[src/rtl/core/phlt_pkg.sv]
// ----------------------------------------------------------------------------
// phlt_pkg
// Shared types and codes for the peer heartbeat liveness table.
// ----------------------------------------------------------------------------
package phlt_pkg;

	// Default number of peer entries in the table.
	localparam int DEFAULT_NUM_PEERS = 8;

	// Register reset values.
	localparam logic [7:0]  OWN_NODE_ID_RESET = 8'd1;
	localparam logic [31:0] TIMEOUT_MS_RESET  = 32'd1000;

	// Input item kinds, carried on the input tuser.
	localparam logic OP_HEARTBEAT = 1'b0;
	localparam logic OP_TICK      = 1'b1;

	// Configuration register indexes.
	typedef enum logic [0:0] {
		REG_OWN_NODE_ID = 1'b0,
		REG_TIMEOUT_MS  = 1'b1
	} cfg_reg_t;

	// Result codes, carried on the output tuser.
	typedef enum logic [2:0] {
		OUT_IGNORED   = 3'd0,
		OUT_UPDATED   = 3'd1,
		OUT_INSERTED  = 3'd2,
		OUT_FULL      = 3'd3,
		OUT_TICK_DONE = 3'd4
	} outcome_t;

	// Item descriptor that walks down the row of entry cells.
	typedef struct packed {
		logic        op;
		logic        ign;
		logic        any_match;
		logic        done;
		logic [7:0]  peer_id;
		logic [7:0]  peer_state;
		logic [7:0]  peer_error;
		logic [7:0]  peer_uptime;
		logic [31:0] now_ms;
		outcome_t    outcome;
		logic [2:0]  slot;
		logic [7:0]  mask;
		logic [31:0] total;
	} tok_t;

endpackage

[src/rtl/core/phlt_cell.sv]
// ----------------------------------------------------------------------------
// phlt_cell
// One peer entry of the table. Acts on the item descriptor that reaches it
// and hands the updated descriptor, registered, to the next cell in the following cycle.
// ----------------------------------------------------------------------------
module phlt_cell
	import phlt_pkg::*;
#(
	parameter int IDX = 0
) (
	input  logic        clk,
	input  logic        arst_n,
	input  logic [31:0] timeout_ms,
	input  logic [7:0]  bcast_id,
	output logic        hit,
	input  logic        tok_valid_in,
	input  tok_t        tok_in,
	output logic        tok_valid_out,
	output tok_t        tok_out
);

	// Constant contributions of this cell to the result fields.
	localparam logic [2:0] SLOT_CODE = 3'(IDX);
	localparam logic [7:0] MASK_BIT  = (IDX < 8) ? 8'(1 << IDX) : 8'd0;

	logic        active_q;
	logic [7:0]  id_q;
	logic [7:0]  state_q;
	logic [7:0]  error_q;
	logic [7:0]  uptime_q;
	logic [31:0] last_seen_q;
	logic [31:0] rx_count_q;
	logic        valid_q;
	tok_t        tok_q;

	logic [31:0] age;
	logic        expire;
	logic        do_update;
	logic        do_claim;
	tok_t        tok_nxt;

	// Match against the id of the item about to enter the row.
	assign hit = active_q && (id_q == bcast_id);

	// Decide what this entry does with the descriptor.
	always_comb begin
		age       = tok_in.now_ms - last_seen_q;
		expire    = 1'b0;
		do_update = 1'b0;
		do_claim  = 1'b0;
		tok_nxt   = tok_in;
		if (tok_in.op == OP_TICK) begin
			expire = active_q && (age >= timeout_ms);
			if (expire) begin
				tok_nxt.total = tok_in.total + 32'd1;
				tok_nxt.mask  = tok_in.mask | MASK_BIT;
			end
		end else if (!tok_in.ign && !tok_in.done) begin
			if (tok_in.any_match) begin
				do_update = active_q && (id_q == tok_in.peer_id);
			end else begin
				do_claim = !active_q;
			end
			if (do_update || do_claim) begin
				tok_nxt.done    = 1'b1;
				tok_nxt.slot    = SLOT_CODE;
				tok_nxt.outcome = do_update ? OUT_UPDATED : OUT_INSERTED;
			end
		end
	end

	// Entry state.
	always_ff @(posedge clk or negedge arst_n) begin
		if (!arst_n) begin
			active_q    <= 1'b0;
			id_q        <= 8'd0;
			state_q     <= 8'd0;
			error_q     <= 8'd0;
			uptime_q    <= 8'd0;
			last_seen_q <= 32'd0;
			rx_count_q  <= 32'd0;
		end else if (tok_valid_in) begin
			if (expire) begin
				active_q <= 1'b0;
				error_q  <= 8'd1;
			end
			if (do_update || do_claim) begin
				active_q    <= 1'b1;
				id_q        <= tok_in.peer_id;
				state_q     <= tok_in.peer_state;
				error_q     <= tok_in.peer_error;
				uptime_q    <= tok_in.peer_uptime;
				last_seen_q <= tok_in.now_ms;
				rx_count_q  <= do_update ? (rx_count_q + 32'd1) : 32'd1;
			end
		end
	end

	// Descriptor register towards the next cell.
	always_ff @(posedge clk or negedge arst_n) begin
		if (!arst_n) begin
			valid_q <= 1'b0;
		end else begin
			valid_q <= tok_valid_in;
		end
	end

	always_ff @(posedge clk) begin
		if (tok_valid_in) begin
			tok_q <= tok_nxt;
		end
	end

	assign tok_valid_out = valid_q;
	assign tok_out       = tok_q;

	// The state and receive count are kept for the peer but not reported.
	logic unused_fields;
	assign unused_fields = ^{state_q, error_q, uptime_q, rx_count_q};

endmodule

[src/rtl/core/peer_heartbeat_liveness_table_top.sv]
// ----------------------------------------------------------------------------
// peer_heartbeat_liveness_table_top
// Table of peer nodes refreshed by heartbeats and aged by expiry ticks.
// ----------------------------------------------------------------------------
// Usage:
//   Input beats arrive on s_axis; tuser selects a heartbeat or an expiry tick
//   and tdata carries the peer fields and the current millisecond time.
//   Every input beat yields exactly one result beat on m_axis: the outcome
//   code on tuser, and slot, expired mask and running expiry total on tdata.
//   Each entry of the table lives in one cell of a row; an accepted item is
//   registered once, then walks the row one cell per cycle into a holding
//   register at its end, and its result then moves on to the output register.
//   One item is in the row at a time: s_axis_tready returns once the result
//   has moved to the output register, so a new item is not taken before
//   the last one has got there.
//   A stalled m_axis holds its result; the next item can still enter and
//   walk the row, and waits in a holding register at the end of it.
//   Reset empties the table, clears the expiry total and loads the
//   registers with own id 1 and timeout 1000 ms. Registers are written
//   through cfg_we / cfg_idx / cfg_wdata; the user must write them only
//   while no item is in flight, as the block itself does not enforce it.
// ----------------------------------------------------------------------------
module peer_heartbeat_liveness_table_top
	import phlt_pkg::*;
#(
	parameter int NUM_PEERS = DEFAULT_NUM_PEERS
) (
	input  logic        clk,
	input  logic        arst_n,
	input  logic        s_axis_tvalid,
	output logic        s_axis_tready,
	// [7:0] peer_id, [15:8] peer_state, [23:16] peer_error,
	// [31:24] peer_uptime, [63:32] now_ms
	input  logic [63:0] s_axis_tdata,
	// [0] opcode
	input  logic        s_axis_tuser,
	output logic        m_axis_tvalid,
	input  logic        m_axis_tready,
	// [2:0] slot, [10:3] expired_mask, [42:11] expired_total, [47:43] zero
	output logic [47:0] m_axis_tdata,
	// [2:0] outcome
	output logic [2:0]  m_axis_tuser,
	input  logic        cfg_we,
	input  logic [0:0]  cfg_idx,
	input  logic [31:0] cfg_wdata
);

	logic        accept;
	logic        busy_q;
	logic        out_free;
	logic        pend_move;

	logic [7:0]  own_id_q;
	logic [31:0] timeout_q;
	logic [31:0] expire_cnt_q;

	logic        in_valid_q;
	logic        in_op_q;
	logic [7:0]  in_id_q;
	logic [7:0]  in_state_q;
	logic [7:0]  in_error_q;
	logic [7:0]  in_uptime_q;
	logic [31:0] in_now_q;

	logic [NUM_PEERS-1:0] hit;
	logic                 tok_v [0:NUM_PEERS];
	tok_t                 toks  [0:NUM_PEERS];
	logic [NUM_PEERS+1:0] vld_vec;

	logic        pend_valid_q;
	tok_t        pend_q;
	logic        m_valid_q;
	outcome_t    m_outcome_q;
	logic [2:0]  m_slot_q;
	logic [7:0]  m_mask_q;
	logic [31:0] m_total_q;

	assign accept        = s_axis_tvalid && s_axis_tready;
	assign s_axis_tready = !busy_q;
	assign out_free      = !m_valid_q || m_axis_tready;
	assign pend_move     = pend_valid_q && out_free;

	// Configuration registers.
	always_ff @(posedge clk or negedge arst_n) begin
		if (!arst_n) begin
			own_id_q  <= OWN_NODE_ID_RESET;
			timeout_q <= TIMEOUT_MS_RESET;
		end else if (cfg_we) begin
			case (cfg_reg_t'(cfg_idx))
				REG_OWN_NODE_ID: own_id_q  <= cfg_wdata[7:0];
				REG_TIMEOUT_MS:  timeout_q <= cfg_wdata;
				default:         own_id_q  <= own_id_q;
			endcase
		end
	end

	// One item in flight from accept until its result reaches the output.
	always_ff @(posedge clk or negedge arst_n) begin
		if (!arst_n) begin
			busy_q     <= 1'b0;
			in_valid_q <= 1'b0;
		end else begin
			in_valid_q <= accept;
			if (accept) begin
				busy_q <= 1'b1;
			end else if (pend_move) begin
				busy_q <= 1'b0;
			end
		end
	end

	// Input register.
	always_ff @(posedge clk) begin
		if (accept) begin
			in_op_q     <= s_axis_tuser;
			in_id_q     <= s_axis_tdata[7:0];
			in_state_q  <= s_axis_tdata[15:8];
			in_error_q  <= s_axis_tdata[23:16];
			in_uptime_q <= s_axis_tdata[31:24];
			in_now_q    <= s_axis_tdata[63:32];
		end
	end

	// Build the descriptor that enters the first cell.
	always_comb begin
		tok_v[0]               = in_valid_q;
		toks[0].op             = in_op_q;
		toks[0].ign            = (in_id_q == own_id_q) || (in_id_q == 8'd0);
		toks[0].any_match      = |hit;
		toks[0].done           = 1'b0;
		toks[0].peer_id        = in_id_q;
		toks[0].peer_state     = in_state_q;
		toks[0].peer_error     = in_error_q;
		toks[0].peer_uptime    = in_uptime_q;
		toks[0].now_ms         = in_now_q;
		toks[0].slot           = 3'd0;
		toks[0].mask           = 8'd0;
		toks[0].total          = expire_cnt_q;
		if (in_op_q == OP_TICK) begin
			toks[0].outcome = OUT_TICK_DONE;
		end else if (toks[0].ign) begin
			toks[0].outcome = OUT_IGNORED;
		end else begin
			toks[0].outcome = OUT_FULL;
		end
	end

	// Row of entry cells.
	for (genvar i = 0; i < NUM_PEERS; i++) begin : g_cell
		phlt_cell #(
			.IDX(i)
		) u_cell (
			.clk           (clk),
			.arst_n        (arst_n),
			.timeout_ms    (timeout_q),
			.bcast_id      (in_id_q),
			.hit           (hit[i]),
			.tok_valid_in  (tok_v[i]),
			.tok_in        (toks[i]),
			.tok_valid_out (tok_v[i+1]),
			.tok_out       (toks[i+1])
		);
	end

	// Holding register at the end of the row, and the expiry total.
	always_ff @(posedge clk or negedge arst_n) begin
		if (!arst_n) begin
			pend_valid_q <= 1'b0;
			expire_cnt_q <= 32'd0;
		end else begin
			if (tok_v[NUM_PEERS]) begin
				pend_valid_q <= 1'b1;
				expire_cnt_q <= toks[NUM_PEERS].total;
			end else if (pend_move) begin
				pend_valid_q <= 1'b0;
			end
		end
	end

	always_ff @(posedge clk) begin
		if (tok_v[NUM_PEERS]) begin
			pend_q <= toks[NUM_PEERS];
		end
	end

	// Output register.
	always_ff @(posedge clk or negedge arst_n) begin
		if (!arst_n) begin
			m_valid_q <= 1'b0;
		end else if (pend_move) begin
			m_valid_q <= 1'b1;
		end else if (m_axis_tready) begin
			m_valid_q <= 1'b0;
		end
	end

	always_ff @(posedge clk) begin
		if (pend_move) begin
			m_outcome_q <= pend_q.outcome;
			m_slot_q    <= pend_q.slot;
			m_mask_q    <= pend_q.mask;
			m_total_q   <= pend_q.total;
		end
	end

	assign m_axis_tvalid = m_valid_q;
	assign m_axis_tuser  = m_outcome_q;
	assign m_axis_tdata  = {5'd0, m_total_q, m_mask_q, m_slot_q};

	// Occupancy of the walk, from the input register to the holding register.
	always_comb begin
		vld_vec[0]           = in_valid_q;
		vld_vec[NUM_PEERS+1] = pend_valid_q;
		for (int k = 1; k <= NUM_PEERS; k++) begin
			vld_vec[k] = tok_v[k];
		end
	end

	// At most one item is ever travelling through the row.
	assert property (@(posedge clk) disable iff (!arst_n) $onehot0(vld_vec))
		else $error("more than one item in the entry row");

	// Nothing travels through the row unless an item is in flight.
	assert property (@(posedge clk) disable iff (!arst_n) !busy_q |-> (vld_vec == '0))
		else $error("item in the row while the block is idle");

	// An accepted beat closes the input until its result reaches the output register.
	assert property (@(posedge clk) disable iff (!arst_n) accept |=> !s_axis_tready)
		else $error("input reopened while an item is in flight");

	// Heartbeat results never report expired entries.
	assert property (@(posedge clk) disable iff (!arst_n)
		(m_axis_tvalid && (m_outcome_q != OUT_TICK_DONE)) |-> (m_mask_q == 8'd0))
		else $error("expired mask set on a heartbeat result");

endmodule
[config.mk]
export PLATFORM = sky130hd
export DESIGN_NAME = peer_heartbeat_liveness_table_top
export DESIGN_NICKNAME = d
export VERILOG_FILES = /design/src/rtl/core/phlt_pkg.sv /design/src/rtl/core/phlt_cell.sv /design/src/rtl/core/peer_heartbeat_liveness_table_top.sv
export SDC_FILE = /design/constraint.sdc
export NUM_CORES = 2
export LEC_CHECK = 0
export CAP_MARGIN = 25
export CORE_AREA = 2 2 378 380
export DETAILED_ROUTE_END_ITERATION = 12
export DIE_AREA = 0 0 380 382
export DONT_BUFFER_PORTS = 1
export GPL_TIMING_DRIVEN = 0
export PLACE_DENSITY_LB_ADDON = 0.12
export SYNTH_ARGS = -nofsm -noshare
export SYNTH_HDL_FRONTEND = slang
export SYNTH_SLANG_ARGS = --single-unit
export TNS_END_PERCENT = 5
[constraint.sdc]
create_clock -name clk -period 6.05 [get_ports clk]
set_input_delay 1.815 -clock clk [delete_from_list [all_inputs] [get_ports clk]]
set_output_delay 1.815 -clock clk [all_outputs]
set_load 0.02 [all_outputs]
==> results.md <==
- The detailed router placed around 39000 vias in this run.
- The multi-input combinational cells in the finished layout cover a total of between 20000 and 30000 µm².
- The H-tree depth reported by CTS is 4.
- Cells with a size suffix above 1 make up between 10 and 15% of the layout.
- The data required time at the worst endpoint is between 6 and 7 ns.
- Synthesis handed over a netlist of about 5200 instances.
- In this run the vertical extent of the chip is 382 µm.
- Walking the worst path, the cells encountered are ha_1 > nor2b_1 > o21a_1 > o21ai_1 > a2111oi_1 > buf_1 > nor3b_2 > o31ai_2 > a31o_1 > a221oi_4 > mux2i_1 > or4_1 > ha_1 > nand4_1 > nor3_2 > a221oi_1 > a21oi_1 > o21bai_4 > and3_2 > clkbuf_4 > nand3_1 > xnor2_1.
- After synthesis, the share of flip-flops with an asynchronous set or reset is 34.74%.
- The clock insertion delay at the later pin of the skew report is between 0.7 and 0.8 ns.
- The largest fanout on the critical path is 10.
- Entering global routing, the biggest net connects 413 pins.
- The transition at the pin with the smallest max-transition slack is between 1 and 1.5 ns.
- After layout, the design draws a total of between 0.03 and 0.04 W.
- The flow ran to the end, and the final reports show no timing, DRC or antenna violations.
- Setup repair after global routing could not meet its margin everywhere.
- The worst path in the final design needs a cycle of slightly below 6 ns, including I/O delays and setup.
- Derived from the worst setup path, the maximum achievable clock frequency is between 0.15 and 0.2 GHz.
- The total routed wirelength is 140900 µm.
- The count of TritonRoute iterations in the first routing pass is 8.
- In the synthesized netlist the dominant register cell turns out to be sky130_fd_sc_hd__edfxtp_1.
- The number of violations reported at the end of detailed-routing iteration 0 is 1969.
- The buffer cell driving the clock tree root is sky130_fd_sc_hd__clkbuf_16.
- The number of standard-cell rows in the floorplan is about 140.
- The final setup skew is about 0.038 ns.
- Among the stages of the critical path, the cell type that occurs most often is sky130_fd_sc_hd__ha_1.
- In this run the static leakage power is approximately 29 nW.
- Summed over all nets, the half-perimeter wirelength after detailed placement is ~110000 µm.
- Across the run, the number of max-cap violations was 0.
- The overall die width is approximately 380 µm.
- The initial antenna violation count is 16.
- The die footprint is roughly 150000 µm².
- STA classifies the critical path startpoint as a register.
- The total of buffers placed on input and output ports is 0.
- Of the available clock period, the critical path in the final layout requires between 90% and 100%.
- The per-cell via count in the routed design is approximately 5.3.
- The top-level I/O count is about 160.
- VDD sags by at most just under 0.3 mV.
- The overall fraction of global-route tracks in use is 19.47%.
- After synthesis, the mean cell area works out to between 10 and 15 µm².
- The final count of hold timing violations came to 0.
- The first global-routing pass estimated between 200000 and 250000 µm of wire.
- The total overflow left after global routing is 0.
- The clock net sink count is roughly 1200.
- The clock slew at the register clock pins of the worst setup and hold paths is around 0.060 ns.
- The post-cts hold buffer count is 0.
- The max-slew violation total from the final report is 0.
- The core region is 140900 µm².
- The TritonCTS clock tree is built.
- The number of global-route vias before repair is between 30000 and 40000.
- The number of setup violations in the final report is 0.
- The data arrival time at the worst-slack endpoint is about 6.3 ns.
- Clock tree synthesis inserted a total of 136 buffers.
- In this design, the stage delay of the slowest critical-path cell is approximately 0.53 ns.
- The synthesized netlist contains 83 unique library cells.
- Once the floorplan was initialized, standard cells occupied roughly 45% of the core.
- In the final layout, flip-flops and latches occupy 33590 µm².
- The sequential fraction of the synthesis area is around 53%.
- Headroom to the max-slew limit came out at between 20% and 30%.
- The kind of cell adding the most delay to the critical path is compound AO/OA/AOI/OAI gates.
- Cells fill a little over 50% of the core in the end.
- For this run, the number of Yosys warnings is 0.
- In the routed design, unresolved DRC markers number 0.
- The slowest cell on the critical path is sky130_fd_sc_hd__or4_1.
- Counting along the longest clock path gives a buffer depth of 3.
- In this run the cell area of the synthesized design comes to between 60000 and 70000 µm².
- The sort of element at the end of the critical path is a register.
- The kind of critical path is register to register.
- The number of enable-type register cells in the synthesized netlist is about 770.
- The number of nets with antenna violations after detailed routing is 0.
- The critical path contains buffers and inverters numbering 2 combined.
- The type of the worst min-delay path is register to register.
- The layout filler cell count is 12427.
- On the final layout, the worst hold slack is ~0.42 ns.
- After the last flow step, the layout net total stands at about 5900.
- Routability-driven placement finished with a final weighted congestion of slightly below 0.9.
- In this run the power density over the cells is approximately 500 nW/µm².
- The routed wire length per instance is a little under 20 µm.
- Synthesis inferred around 1200 register bits.
- The synthesis-to-finish area growth is 12.48%.
-- where the power goes --
group / internal [W] / switching, W
combinational: 0.00651 / 0.00754
clock: 0.00508 / 0.00350
sequential: 0.0112 / 0.00189
-- path summary, 6_finish.rpt --
kind	startpoint	endpoint	depth (start not counted)	slack, ns
hold reg to reg	pend_q[14]	m_total_q[14]	0	0.42
max in group asynchronous	arst_n	g_cell[4].u_cell.tok_valid_out	0	4.28
hold / removal	pend_q[14]	m_total_q[14]	0	0.42
setup reg to reg	g_cell[5].u_cell.tok_out[47]	g_cell[6].u_cell.tok_out[31]	22	0.24
min in group asynchronous	arst_n	g_cell[0].u_cell.last_seen_q[2]	0	0.76
setup / recovery	g_cell[5].u_cell.tok_out[47]	g_cell[6].u_cell.tok_out[31]	22	0.24
-- layout make-up --
cell class              instances  area share (%)
inverters                     358           1.891
flip-flops and latches       1186           47.28
well taps                    1890           3.329
clock inverters                79           1.437
multi-input cells            3517           39.66
plain buffers                  97          0.5917
repair buffers                 27          0.5847
clock buffers                 174           5.206
diodes                          7         0.02466
-- stage by stage --
step | setup TNS (ns) | area (µm²) | std cells | setup slack [ns]
after floorplan | 0 | 63180 | 5163 | 0.5566
after global routing | -0.2245 | 71030 | 7330 | -0.06151
after CTS | -0.01945 | 70840 | 7323 | -0.01945
after detailed placement | -79.02 | 65900 | 7068 | -1.205
final | 0 | 71050 | 7335 | 0.2360
after global placement | -95.02 | 65540 | 7053 | -1.413
-- timing repair --
item / in CTS / in global routing
endpoints found under the setup margin: 172 / 160
gates resized for setup: 44 / 36
pin swaps: 5 / 14
hold endpoints to repair: 0 / 0
buffers inserted: 4 / 7
cloned: 0 / 0
-- layout by cell type, fill, tap and decap left out, types with 30 or more instances in the layout --
cell type / instances
sky130_fd_sc_hd__clkbuf_16: 138
sky130_fd_sc_hd__nor2_1: 180
sky130_fd_sc_hd__clkbuf_1: 62
sky130_fd_sc_hd__a21oi_1: 247
sky130_fd_sc_hd__and4_1: 34
sky130_fd_sc_hd__buf_1: 32
sky130_fd_sc_hd__mux2_2: 392
sky130_fd_sc_hd__nor2b_1: 41
sky130_fd_sc_hd__nor3_1: 54
sky130_fd_sc_hd__ha_1: 512
sky130_fd_sc_hd__xnor2_1: 388
sky130_fd_sc_hd__nand2_1: 253
sky130_fd_sc_hd__inv_1: 358
sky130_fd_sc_hd__nand4_1: 123
sky130_fd_sc_hd__nand2b_1: 42
sky130_fd_sc_hd__xor2_1: 209
sky130_fd_sc_hd__dfrtp_1: 396
sky130_fd_sc_hd__nand3_1: 153
sky130_fd_sc_hd__o21a_1: 48
sky130_fd_sc_hd__o21ai_0: 119
sky130_fd_sc_hd__edfxtp_1: 774
sky130_fd_sc_hd__o21bai_1: 30
sky130_fd_sc_hd__a21o_1: 212
sky130_fd_sc_hd__and3_1: 102
sky130_fd_sc_hd__nor4_1: 33
-- state kept, by name, indices dropped and copies added (netlist names), 8 cells and up --
signal and count:
m_total_q 32, in_now_q 32, in_id_q 8, m_mask_q 8, g_cell.u_cell.tok_out 641, g_cell.u_cell.tok_valid_out 8, own_id_q 8, timeout_q 32
pend_q 46, expire_cnt_q 32, g_cell.u_cell.id_q 64, g_cell.u_cell.active_q 8, g_cell.u_cell.last_seen_q 256
-- per-layer routing --
metal | share of wire (%) | vias up | track usage, %
met5 | 0.0057 | - | 0
met4 | 2.5 | 2 | 5.725
met3 | 4.4 | 208 | 2.927
met2 | 42 | 741 | 29.18
met1 | 51 | 18382 | 29.14
li1 | - | 19233 | -
-- synth_stat cells (all sizes together) (31+ instances only) --
cell type  count  share of area, %
a211oi        31              0.37
a21o         212               2.5
a21oi        258               2.1
and2          31              0.31
and3         105               1.1
and4          34              0.47
buf           49              0.35
clkbuf        53              0.31
dfrtp        405                16
edfxtp       774                37
ha           512                10
inv          358               2.1
mux2         392               7.0
nand2        254               1.5
nand2b        42              0.42
nand3        153               1.2
nand4        123               1.2
nor2         182               1.1
nor2b         43              0.44
nor3          59              0.47
nor4          35              0.36
o21a          48              0.57
o21ai        128               1.0
o21bai        31              0.37
xnor2        389               5.4
xor2         209               2.9
-- kinds of logic after synthesis --
family,Yosys count,synth area share (%)
other,1,0.005937
AOI/OAI and AO/OA,862,8.968
adders and majority gates,520,10.40
muxes,395,7.036
and+or+nand+nor,1137,9.380
buffers and inverters,460,2.789
DFF,1186,53.13
xor gates and xnor gates,598,8.292
Power figures use the tool's default switching activity.
